<file path="config.mk">
export PLATFORM = sky130hd
export DESIGN_NAME = piecewise_linear_waveform_sequencer
export DESIGN_NICKNAME = d
export VERILOG_FILES = /design/src/hw/rtl/plws_pkg.sv /design/src/hw/rtl/plws_divider.sv /design/src/hw/rtl/piecewise_linear_waveform_sequencer.sv
export SDC_FILE = /design/constraint.sdc
export NUM_CORES = 2
export LEC_CHECK = 0
export BUFFER_PORTS_ARGS = -buffer_cell sky130_fd_sc_hd__buf_2
export CAP_MARGIN = 15
export CORE_MARGIN = 2
export CORE_UTILIZATION = 35
export CTS_CLUSTER_DIAMETER = 100
export DETAILED_ROUTE_END_ITERATION = 8
export SYNTH_ARGS = -nofsm -noshare
export SYNTH_HDL_FRONTEND = slang
export SYNTH_HIERARCHICAL = 1
export SYNTH_SLANG_ARGS = --single-unit
</file>
<file path="constraint.sdc">
create_clock -name clk_i -period 28.3 [get_ports clk_i]
set_input_delay 2.83 -clock clk_i [delete_from_list [all_inputs] [get_ports clk_i]]
set_output_delay 2.83 -clock clk_i [all_outputs]
set_load 0.005 [all_outputs]
</file>
<file path="src/hw/rtl/plws_pkg.sv">
// Package with shared types, constants and request codes of the waveform sequencer.
`timescale 1ns / 1ps
package plws_pkg;

  localparam int unsigned TableDepthDefault = 64;

  localparam logic [1:0] ReqTick  = 2'd0;
  localparam logic [1:0] ReqWrite = 2'd1;
  localparam logic [1:0] ReqRepeat = 2'd2;
  localparam logic [1:0] ReqIgnored = 2'd3;

  localparam logic [2:0] CfgMode    = 3'd0;
  localparam logic [2:0] CfgSteady  = 3'd1;
  localparam logic [2:0] CfgRipLow  = 3'd2;
  localparam logic [2:0] CfgRipHiT  = 3'd3;
  localparam logic [2:0] CfgRipLoT  = 3'd4;
  localparam logic [2:0] CfgDelay   = 3'd5;

  localparam logic [7:0] RepeatForever = 8'hff;

  typedef struct packed {
    logic [1:0]  req_type;
    logic [5:0]  entry_index;
    logic [15:0] entry_time;
    logic [15:0] entry_value;
    logic [7:0]  repeat_count;
  } req_t;

  typedef struct packed {
    logic [15:0] dac_code;
    logic        dac_write;
    logic        range_out;
    logic        ripple_low_phase;
    logic [7:0]  repeats_left;
  } rsp_t;

  typedef struct packed {
    logic        start;
    logic        negative;
    logic [15:0] dividend;
    logic [15:0] divisor;
  } div_req_t;

endpackage

</file>
<file path="src/hw/rtl/plws_divider.sv">
// Serial restoring divider that returns a signed truncated quotient of a 32-bit product.
`timescale 1ns / 1ps
module plws_divider
  import plws_pkg::*;
(
  input  logic         clk_i,
  input  logic         rst_ni,
  input  div_req_t     req_i,
  input  logic [31:0]  product_i,
  output logic         done_o,
  output logic [31:0]  quotient_o
);

  logic [31:0] rem_q, rem_d, quo_q, quo_d, num_q, num_d;
  logic [5:0]  cnt_q, cnt_d;
  logic        busy_q, busy_d, neg_q, neg_d, done_q, done_d;
  logic [15:0] den_q, den_d;
  logic [32:0] trial;
  logic [31:0] shifted;

  always_comb begin
    busy_d  = busy_q;
    cnt_d   = cnt_q;
    rem_d   = rem_q;
    quo_d   = quo_q;
    num_d   = num_q;
    den_d   = den_q;
    neg_d   = neg_q;
    done_d  = 1'b0;
    shifted = {rem_q[30:0], num_q[31]};
    trial   = {1'b0, shifted} - {17'd0, den_q};
    if (req_i.start) begin
      busy_d = 1'b1;
      cnt_d  = 6'd0;
      rem_d  = '0;
      quo_d  = '0;
      num_d  = product_i;
      den_d  = req_i.divisor;
      neg_d  = req_i.negative;
    end else if (busy_q) begin
      num_d = {num_q[30:0], 1'b0};
      if (!trial[32]) begin
        rem_d = trial[31:0];
        quo_d = {quo_q[30:0], 1'b1};
      end else begin
        rem_d = shifted;
        quo_d = {quo_q[30:0], 1'b0};
      end
      cnt_d = cnt_q + 6'd1;
      if (cnt_q == 6'd31) begin
        busy_d = 1'b0;
        done_d = 1'b1;
      end
    end
  end

  always_ff @(posedge clk_i or negedge rst_ni) begin
    if (!rst_ni) begin
      busy_q <= 1'b0;
      done_q <= 1'b0;
      cnt_q  <= '0;
    end else begin
      busy_q <= busy_d;
      done_q <= done_d;
      cnt_q  <= cnt_d;
    end
  end

  always_ff @(posedge clk_i) begin
    rem_q <= rem_d;
    quo_q <= quo_d;
    num_q <= num_d;
    den_q <= den_d;
    neg_q <= neg_d;
  end

  assign done_o     = done_q;
  assign quotient_o = neg_q ? (32'd0 - quo_q) : quo_q;

endmodule

</file>
<file path="src/hw/rtl/piecewise_linear_waveform_sequencer.sv">
// Top level of the piecewise linear waveform sequencer with table, control and sequencer.
// A steady or ripple tick goes from idle to StFin, which registers its result; a table tick
// passes StRd0, StEval and StChk, an interpolating tick also StRdNx and StDiv for the
// 32-step serial divider, and a tick that ends its segment also StNxt. One request is
// worked at a time, and no request is taken while a result waits. Reset clears all
// control state; the point table holds no reset value and must be written first.
`timescale 1ns / 1ps
module piecewise_linear_waveform_sequencer
  import plws_pkg::*;
#(
  parameter int unsigned TableDepth = TableDepthDefault
) (
  input  logic        clk_i,
  input  logic        rst_ni,
  input  logic        req_valid_i,
  output logic        req_ready_o,
  input  req_t        req_i,
  output logic        rsp_valid_o,
  input  logic        rsp_ready_i,
  output rsp_t        rsp_o,
  input  logic        cfg_we_i,
  input  logic [2:0]  cfg_index_i,
  input  logic [15:0] cfg_data_i
);

  localparam int unsigned IdxW = (TableDepth > 1) ? $clog2(TableDepth) : 1;

  localparam logic [2:0] StIdle  = 3'd0;
  localparam logic [2:0] StRd0   = 3'd1;
  localparam logic [2:0] StEval  = 3'd2;
  localparam logic [2:0] StRdNx  = 3'd3;
  localparam logic [2:0] StDiv   = 3'd4;
  localparam logic [2:0] StChk   = 3'd5;
  localparam logic [2:0] StFin   = 3'd6;
  localparam logic [2:0] StNxt   = 3'd7;

  logic [15:0] time_mem [TableDepth];
  logic [15:0] value_mem [TableDepth];
  logic [IdxW-1:0] rd_addr;
  logic [IdxW-1:0] wr_idx;
  logic [15:0] rd_time_q, rd_value_q;

  logic [3:0]  mode_q;
  logic [15:0] steady_q, riplow_q, delay_cfg_q;
  logic [14:0] riphi_t_q, riplo_t_q;

  logic [2:0]  state_q, state_d;
  logic [IdxW-1:0] seg_q, seg_d;
  logic [15:0] segt_q, segt_d, dly_q, dly_d, held_q, held_d, lastw_q, lastw_d;
  logic [7:0]  rep_q, rep_d;
  logic        rrun_q, rrun_d, rlow_q, rlow_d, rpin_q, rpin_d;
  logic signed [16:0] rcnt_q, rcnt_d;
  logic [1:0]  lrange_q, lrange_d;
  logic [2:0]  rstage_q, rstage_d;
  logic [15:0] t0_q, t0_d, v0_q, v0_d;
  logic        ovalid_q, ovalid_d;
  rsp_t        out_q, out_d;

  div_req_t    dreq;
  logic [31:0] dprod, dquo;
  logic        ddone;
  logic signed [16:0] diff;
  logic        allow;
  logic [IdxW-1:0] nxt_seg;
  logic [IdxW:0]   seg_inc;
  logic        accept;

  function automatic logic [IdxW-1:0] next_idx(input logic [IdxW-1:0] i);
    logic [IdxW:0] s;
    s = {1'b0, i} + 1'b1;
    return (s >= (IdxW+1)'(TableDepth)) ? '0 : s[IdxW-1:0];
  endfunction

  plws_divider u_div (
    .clk_i      (clk_i),
    .rst_ni     (rst_ni),
    .req_i      (dreq),
    .product_i  (dprod),
    .done_o     (ddone),
    .quotient_o (dquo)
  );

  assign accept      = req_valid_i && req_ready_o;
  assign req_ready_o = (state_q == StIdle) && !ovalid_q;
  assign rsp_valid_o = ovalid_q;
  assign rsp_o       = out_q;
  assign seg_inc     = {1'b0, seg_q} + 1'b1;
  assign nxt_seg     = next_idx(seg_q);
  assign wr_idx      = IdxW'(req_i.entry_index);
  assign allow       = mode_q[2] && (riphi_t_q != '0) && (riplo_t_q != '0);
  assign diff        = $signed({1'b0, rd_value_q}) - $signed({1'b0, v0_q});
  assign dprod       = (diff[16] ? 32'(-diff) : 32'(diff)) * {16'd0, segt_q};

  always_ff @(posedge clk_i) begin
    if (accept && req_i.req_type == ReqWrite &&
        {26'd0, req_i.entry_index} < 32'(TableDepth)) begin
      time_mem[wr_idx]  <= req_i.entry_time;
      value_mem[wr_idx] <= req_i.entry_value;
    end
    rd_time_q  <= time_mem[rd_addr];
    rd_value_q <= value_mem[rd_addr];
  end

  always_ff @(posedge clk_i or negedge rst_ni) begin
    if (!rst_ni) begin
      mode_q      <= '0;
      steady_q    <= '0;
      riplow_q    <= '0;
      riphi_t_q   <= '0;
      riplo_t_q   <= '0;
      delay_cfg_q <= '0;
    end else if (cfg_we_i) begin
      unique case (cfg_index_i)
        CfgMode:   mode_q      <= cfg_data_i[3:0];
        CfgSteady: steady_q    <= cfg_data_i;
        CfgRipLow: riplow_q    <= cfg_data_i;
        CfgRipHiT: riphi_t_q   <= cfg_data_i[14:0];
        CfgRipLoT: riplo_t_q   <= cfg_data_i[14:0];
        CfgDelay:  delay_cfg_q <= cfg_data_i;
        default: ;
      endcase
    end
  end

  always_comb begin
    state_d  = state_q;
    seg_d    = seg_q;
    segt_d   = segt_q;
    dly_d    = dly_q;
    held_d   = held_q;
    lastw_d  = lastw_q;
    rep_d    = rep_q;
    rrun_d   = rrun_q;
    rlow_d   = rlow_q;
    rpin_d   = rpin_q;
    rcnt_d   = rcnt_q;
    lrange_d = lrange_q;
    rstage_d = rstage_q;
    t0_d     = t0_q;
    v0_d     = v0_q;
    ovalid_d = ovalid_q && !rsp_ready_i;
    out_d    = out_q;
    rd_addr  = seg_q;
    dreq     = '{start: 1'b0, negative: diff[16], dividend: '0, divisor: t0_q};
    unique case (state_q)
      StIdle: begin
        if (accept) begin
          if (req_i.req_type == ReqRepeat) begin
            rep_d = req_i.repeat_count;
          end else if (req_i.req_type == ReqTick) begin
            if (!rrun_q && allow) begin
              rrun_d = 1'b1;
              rcnt_d = 17'(riphi_t_q);
              rlow_d = 1'b0;
            end
            if (rrun_q && !allow) begin
              rrun_d = 1'b0;
              rcnt_d = '0;
              rlow_d = 1'b0;
            end
            if (rrun_d) begin
              if (rcnt_d <= 0) begin
                rlow_d = !rlow_d;
                rcnt_d = rlow_d ? 17'(riplo_t_q) : 17'(riphi_t_q);
              end
              rcnt_d = rcnt_d - 17'sd1;
            end
            if (lrange_q != {1'b0, mode_q[3]}) begin
              lrange_d = {1'b0, mode_q[3]};
              rstage_d = 3'd0;
            end
            if (rstage_d < 3'd2) begin
              held_d = '0;
              rstage_d = rstage_d + 3'd1;
              state_d = StFin;
            end else if (rstage_d < 3'd4) begin
              held_d = '0;
              rpin_d = lrange_d[0];
              rstage_d = rstage_d + 3'd1;
              state_d = StFin;
            end else if (!mode_q[1]) begin
              held_d = (rrun_d && rlow_d) ? riplow_q : steady_q;
              state_d = StFin;
            end else begin
              state_d = StRd0;
            end
          end
        end
      end
      StRd0: begin
        state_d = StEval;
      end
      StEval: begin
        t0_d = rd_time_q;
        v0_d = rd_value_q;
        if (rd_time_q == '0 || rep_q == '0) begin
          held_d = rd_value_q;
          segt_d = '0;
          seg_d  = '0;
          dly_d  = delay_cfg_q;
          if (rep_q != RepeatForever && rep_q != '0) rep_d = rep_q - 8'd1;
          rd_addr = '0;
          state_d = StChk;
        end else if (dly_q == '0) begin
          if (segt_q < rd_time_q) begin
            rd_addr = nxt_seg;
            state_d = StRdNx;
          end else begin
            state_d = StChk;
          end
        end else begin
          held_d = rd_value_q;
          dly_d  = dly_q - 16'd1;
          state_d = StChk;
        end
      end
      StRdNx: begin
        dreq.start = 1'b1;
        state_d = StDiv;
      end
      StDiv: begin
        if (ddone) begin
          held_d = v0_q + dquo[15:0];
          segt_d = segt_q + 16'd1;
          state_d = StChk;
        end
      end
      StChk: begin
        if (segt_q >= rd_time_q) begin
          segt_d  = '0;
          seg_d   = nxt_seg;
          rd_addr = nxt_seg;
          state_d = StNxt;
        end else begin
          state_d = StFin;
        end
      end
      StNxt: begin
        if (rd_time_q == '0) begin
          seg_d = '0;
          dly_d = delay_cfg_q;
          if (rep_q != RepeatForever && rep_q != '0) rep_d = rep_q - 8'd1;
        end
        state_d = StFin;
      end
      StFin: begin
        if (!mode_q[0]) held_d = '0;
        out_d.dac_write = (lastw_q != held_d);
        lastw_d = held_d;
        held_d  = held_d;
        out_d.dac_code = held_d;
        out_d.range_out = rpin_q;
        out_d.ripple_low_phase = rlow_q;
        out_d.repeats_left = rep_q;
        ovalid_d = 1'b1;
        state_d = StIdle;
      end
      default: state_d = StIdle;
    endcase
  end

  always_ff @(posedge clk_i or negedge rst_ni) begin
    if (!rst_ni) begin
      state_q  <= StIdle;
      seg_q    <= '0;
      segt_q   <= '0;
      dly_q    <= '0;
      held_q   <= '0;
      lastw_q  <= 16'hffff;
      rep_q    <= '0;
      rrun_q   <= 1'b0;
      rlow_q   <= 1'b0;
      rpin_q   <= 1'b0;
      rcnt_q   <= '0;
      lrange_q <= 2'd3;
      rstage_q <= 3'd4;
      t0_q     <= '0;
      ovalid_q <= 1'b0;
    end else begin
      state_q  <= state_d;
      seg_q    <= seg_d;
      segt_q   <= segt_d;
      dly_q    <= dly_d;
      held_q   <= held_d;
      lastw_q  <= lastw_d;
      rep_q    <= rep_d;
      rrun_q   <= rrun_d;
      rlow_q   <= rlow_d;
      rpin_q   <= rpin_d;
      rcnt_q   <= rcnt_d;
      lrange_q <= lrange_d;
      rstage_q <= rstage_d;
      t0_q     <= t0_d;
      ovalid_q <= ovalid_d;
    end
  end

  always_ff @(posedge clk_i) begin
    v0_q  <= v0_d;
    out_q <= out_d;
  end

  logic unused_inc;
  assign unused_inc = seg_inc[IdxW];

endmodule
</file>
=== Word level (Yosys, flattened, before mapping) ===
Memories as Yosys holds them, arrays and structs flattened. A register that Yosys moved wholly into a read port is not among the register bits.
Index checks and enable logic that the tools add are counted.

* Flip-flop bits (word level): 352
* Word-level logic and storage cells: 239
* ROM bits: 0
* Output and inout port bits: 29
* Latch bits: 0
* Memory bits (writable): 2048
* Input port bits: 72
* Memories: 2

{| class="wikitable"
|+ Memory list
! name !! depth !! bits a word !! rd ports !! clocked after memory_dff !! write ports !! RTL line !! source
|-
| time_mem || 64 || 16 || 1 || 1 || 1 || piecewise_linear_waveform_sequencer.sv:37 || <nowiki>logic [15:0] time_mem [TableDepth];</nowiki>
|-
| value_mem || 64 || 16 || 1 || 1 || 1 || piecewise_linear_waveform_sequencer.sv:38 || <nowiki>logic [15:0] value_mem [TableDepth];</nowiki>
|}

* Reduce and logical (&&, ||, !) cells: 46
* Shift operators: 0
* Divide/modulo/power cells: 0
* Muxes and demuxes: 106
* Bitwise gates (word level): 2
* $lt $le $gt $ge: 6
* Equal/unequal tests: 28
* $mul: 1
* Add/subtract/negate cells: 12

{| class="wikitable"
|+ Operator list
! cell !! count
|-
| $mux 16 || 19
|-
| $mux 17 || 13
|-
| $mux 32 || 3
|-
| $pmux 16 s4 || 1
|-
| $mux 6 || 9
|-
| $mux 3 || 17
|-
| $pmux 16 s3 || 1
|-
| $mux 8 || 5
|-
| $sub 32x16->33 || 1
|-
| $logic_not 16->1 || 2
|-
| $mul 32x16->32 || 1
|-
| $neg 17->32 || 1
|-
| $pmux 16 s2 || 1
|-
| $mux 1 || 31
|-
| $mux 31 || 1
|-
| $reduce_bool 15->1 || 2
|-
| $pmux 3 s8 || 1
|-
| $pmux 8 s3 || 1
|-
| $eq 3x3->1 const B || 6
|-
| $pmux 6 s3 || 1
|-
| $le 17x1->1 const B || 1
|-
| $sub 16x16->17 || 1
|-
| $sub 17x2->17 const B || 1
|-
| $add 16x1->16 const B || 1
|-
| other kinds (43) || 80
|}

=== Depth between registers and ports, before layout ===
* Depth after elaboration: 26
* Mapped depth: 39

=== Hierarchy ===
The synthesis kept the hierarchy.

{| class="wikitable"
|+ Modules (own cells, without submodules)
! module !! instances !! cells an instance !! sequential area each (um2) !! area an instance (um2)
|-
| piecewise_linear_waveform_sequencer || 1 || 8567 || 68584.5 || 104773.0
|-
| plws_divider || 1 || 637 || 2932.8 || 6422.4
|}

=== Least setup slack after synthesis ===
No wires, ideal clock.

* Path type: register -> register
* Start: register v0_q[0]
* End: register u_div.num_q[31] (data pin)
* Period minus slack after synthesis: 9.244 ns
* Stages on the path, launching flop included: 37
* Data arrival time: 8.984 ns
* Data required time: 28.040 ns
* Library setup time: 0.260 ns
* Path slack: 19.056 ns
* Cell sequence: edfxtp_1 ha_1 fa_1 nor2b_1 o21a_1 o21ai_0 a211oi_1 nor2_1 a211o_1 o21ai_1 clkbuf_1 a31oi_1 xor2_1 clkbuf_1 nand2_1 fa_1 fa_1 fa_1 fa_1 inv_1 fa_1 inv_1 fa_1 inv_1 ha_1 a21o_1 a21o_1 a21oi_1 nand2_1 a211o_1 a31o_2 a21oi_1 nand2_1 a41o_1 o41ai_1 xnor2_1 mux2_2

* Longest elaborated chain between the ends: 5

{| class="wikitable"
|+ RTL lines
! element !! RTL line !! source
|-
| from (decl) || piecewise_linear_waveform_sequencer.sv:55 || <nowiki>logic [15:0] t0_q, t0_d, v0_q, v0_d;</nowiki>
|-
| from (signal assigned) || piecewise_linear_waveform_sequencer.sv:299 || <nowiki>v0_q <= v0_d;</nowiki>
|-
| $sub 16x16->17 (*) || piecewise_linear_waveform_sequencer.sv:91 || <nowiki>assign diff = $signed({1'b0, rd_value_q}) - $signed({1'b0, v0_q});</nowiki>
|-
| $neg 17->32 || piecewise_linear_waveform_sequencer.sv:92 || <nowiki>assign dprod = (diff[16] ? 32'(-diff) : 32'(diff)) * {16'd0, segt_q};</nowiki>
|-
| $mux 32 (*) || piecewise_linear_waveform_sequencer.sv:92 ||
|-
| $mul 32x16->32 (*) || piecewise_linear_waveform_sequencer.sv:92 ||
|-
| net dprod[31] || piecewise_linear_waveform_sequencer.sv:60 || <nowiki>logic [31:0] dprod, dquo;</nowiki>
|-
| $mux 32 (*) || plws_divider.sv:32 || <nowiki>if (req_i.start) begin</nowiki>
|-
| net u_div.num_d[31] || plws_divider.sv:14 || <nowiki>logic [31:0] rem_q, rem_d, quo_q, quo_d, num_q, num_d;</nowiki>
|-
| to (signal assigned) || plws_divider.sv:72 || <nowiki>num_q <= num_d;</nowiki>
|-
| to (decl) || plws_divider.sv:14 ||
|}

The timed path passes the listed nets; every way through them passes the cells marked *.
A chain may end at the register's enable or synchronous reset.

=== Final worst setup path ===
* Start: register rd_value_q[0], read port of value_mem
* End: register u_div.num_q[31] (data pin)

* Longest elaborated chain between the ends: 5

{| class="wikitable"
|+ RTL lines
! element !! RTL line !! source
|-
| from (decl) || piecewise_linear_waveform_sequencer.sv:41 || <nowiki>logic [15:0] rd_time_q, rd_value_q;</nowiki>
|-
| $sub 16x16->17 (*) || piecewise_linear_waveform_sequencer.sv:91 ||
|-
| $neg 17->32 || piecewise_linear_waveform_sequencer.sv:92 ||
|-
| $mux 32 (*) || piecewise_linear_waveform_sequencer.sv:92 ||
|-
| $mul 32x16->32 (*) || piecewise_linear_waveform_sequencer.sv:92 ||
|-
| net dprod[31] || piecewise_linear_waveform_sequencer.sv:60 ||
|-
| $mux 32 (*) || plws_divider.sv:32 ||
|-
| net u_div.num_d[31] || plws_divider.sv:14 ||
|}

Marks and branches as above.

==> flow_metrics.env <==
export IMPL_fin_nets=9778
export IMPL_syn_inst=9113
export IMPL_post_drt_wl_per_cell_um=22.81
export IMPL_coreArea_um2=314200
export IMPL_powerDensity_nw_per_um2=73.64
export IMPL_io_pins=101
export IMPL_hold_worst_slack_ns=0.4440
export IMPL_grt_pass1_wl_mm=459.0
export IMPL_worstHoldPathType="flop to flop"
export IMPL_clock_skew_ns=0.08279
export IMPL_crit_start="rd_value_q[0]$_DFF_P_"
export IMPL_dr_pass1_iters=8
export IMPL_postCtsSetupBuffers=0
export IMPL_dieArea_um2=319700
export IMPL_slew_headroom_pct=23.75
export IMPL_start_kind="flop"
export IMPL_max_stage_delay_ns=0.83
export IMPL_numCtsBuffers=266
export IMPL_hold_path_startpoint="t0_q[6]$_DFFE_PN0N_"
export IMPL_fp_dieH_um=565.5
export IMPL_cts_sinks=2432
export IMPL_portBuffers=100
export IMPL_grt_util_met2_pct=30.63
export IMPL_clockBufferDepth=4
export IMPL_setup_viol=0
export IMPL_htree_num_levels=5
export IMPL_fp_row_count=206
export IMPL_cap_violations=0
export IMPL_gp_congestion=0.8658
export IMPL_rr_startpoint="rd_value_q[0]$_DFF_P_"
export IMPL_grt_busiest_layer="met2"
export IMPL_start_util_pct=35.12
export IMPL_fmax_mhz=94.31
export IMPL_clkSlewWorstSetupHoldPaths_ns=0.05
export IMPL_cts_hold_buf=0
export IMPL_cts_resized=0
export IMPL_cp_slowest_cell="o21ai_1"
export IMPL_grt_pass1_vias=70690
export IMPL_yosysWarnings=6
export IMPL_cp_data_arrival_time_ns=11.22
export IMPL_netlist_area_um2=110300
export IMPL_overflow=0
export IMPL_p_leak_uw=0.04472
export IMPL_antenna_found_initial=30
export IMPL_grt_usage_pct=19.09
export IMPL_cts_root_buf="clkbuf_16"
export IMPL_status="completed"
export IMPL_layout_drive_gt1_share_pct=9.830
export IMPL_crit_fanout=16
export IMPL_cts_tree="yes"
export IMPL_critical_path_class="flop to flop"
export IMPL_drtAntennaViolNets=0
export IMPL_cp_end_kind="flop"
export IMPL_ir_drop_uv=95.94
export IMPL_drt_drc_violations_left=0
export IMPL_rsz0062_at_grt="false"
export IMPL_routed_via_density=5.338
export IMPL_required_ns=28.92
export IMPL_post_route_min_period_ns=10.60
export IMPL_timing_hold_violations_final=0
export IMPL_worst_slew_pin_transition_ns=1.141
export IMPL_avgSynthCellArea_um2=12.11
export IMPL_use_met1_pct=26.20
export IMPL_die_x_um=565.5
export IMPL_use_met3_pct=3.308
export IMPL_grt_max_degree=185
export IMPL_hpwl_mm=176.5
export IMPL_clock_latency_ns=0.92
export IMPL_fin_tns_setup_ns=0
export IMPL_drt_iter0_drc=8576
export IMPL_area_growth_pct=13.22
export IMPL_crit_top_cell="fa_1"
export IMPL_via_count=72770
export IMPL_drv_slew=0
export IMPL_wl_mm=311.0
export IMPL_min_period_over_period_pct=37.47
metal layers:
metal  up-vias  wire, um
li1      32580         -
met4        14     10170
met3       518     27360
met2      3099    143400
met5         -        89
met1     36560    129900
where the power goes:
part | switching, uW | total, uW | internal, uW
sequential | 135 | 4220 | 4090
combinational | 907 | 1510 | 598
clock | 1450 | 3470 | 2020
area by class of cell:
| type | instances | area (um2) |
|---|---|---|
| Antenna cell | 11 | 27.53 |
| Clock buffer | 323 | 6993 |
| Clock inverter | 147 | 1629 |
| Fill cell | 29310 | 189300 |
| Inverter | 442 | 1659 |
| Multi-Input combinational cell | 5827 | 36090 |
| Sequential cell | 2432 | 71200 |
| Tap cell | 4160 | 5205 |
| Timing Repair Buffer | 290 | 2115 |
final timing paths:
kind	end	slack (ns)	cells past startpoint
max	u_div/num_q[31]$_DFFE_PP_	17.70	38
min	u_div/den_q[6]$_DFFE_PP_	0.44	0
max reg2reg	u_div/num_q[31]$_DFFE_PP_	17.70	38
min reg2reg	u_div/den_q[6]$_DFFE_PP_	0.44	0
max in group asynchronous	u_div/busy_q$_DFF_PN0_	24.94	2
min in group asynchronous	rep_q[2]$_DFFE_PN0P_	1.92	1
layout by cell type, fill, tap and decap left out, types with 18 or more instances in the layout:
cell type	n
xor2_1	54
edfxtp_1	2140
a31oi_1	269
o21a_1	18
dfrtp_1	193
nand2_1	2330
a21o_1	31
fa_1	307
a32oi_1	35
nor4_1	29
or3_1	19
nand2b_1	18
bufinv_16	27
a21oi_1	138
and2_1	128
clkinv_2	32
clkbuf_16	268
dfxtp_1	79
clkbuf_1	47
ha_1	140
nor2b_1	21
conb_1	105
nor2_4	71
inv_1	441
buf_4	173
mux2i_1	71
o21ai_0	130
buf_2	99
and4_1	40
nor3_1	47
xnor2_1	100
nand4_1	247
dfstp_2	19
mux2_2	119
nand3_1	898
nor2_1	189
clkinv_1	52
registers in the layout (all words and copies together), names as in the netlist, 8 cells and up:
register	cells
delay_cfg_q	16
riplo_t_q	15
rcnt_q	17
u_div/den_q	16
u_div/rem_q	31
rsp_o	27
dly_q	16
u_div/num_q	32
riphi_t_q	15
riplow_q	16
held_q	16
v0_q	16
t0_q	16
rd_value_q	16
u_div/quo_q	16
segt_q	16
time_mem	1024
steady_q	16
rd_time_q	16
rep_q	8
value_mem	1024
lastw_q	16
critical path: cells and delay by family, from the launching register on:
| kind | cells | cell delay (ns) |
|---|---|---|
| XOR/XNOR | 2 | 0.69 |
| buffers and inverters | 7 | 0.60 |
| AO/OA/AOI/OAI | 14 | 3.95 |
| multiplexers | 1 | 0.28 |
| adder cells (fa/ha/maj) | 9 | 3.93 |
| flip-flops | 1 | 0.36 |
| AND/OR/NAND/NOR | 5 | 0.56 |
metrics by stage:
step / util, % / cell area (um2) / cells / worst slack (ns) / power (uW)
floorplan: - / 110700 / 9216 / 19.06 / 5336
global placement: 36.97 / 116100 / 13140 / 17.70 / 5739
detailed placement: 36.97 / 116200 / 13140 / 17.39 / 5784
CTS: 39.71 / 124800 / 13610 / 17.40 / 9241
global route: 39.75 / 124900 / 13620 / 16.81 / 9583
finish: 39.76 / 124900 / 13630 / 17.70 / 9198
(Power assumes the default switching activity.)
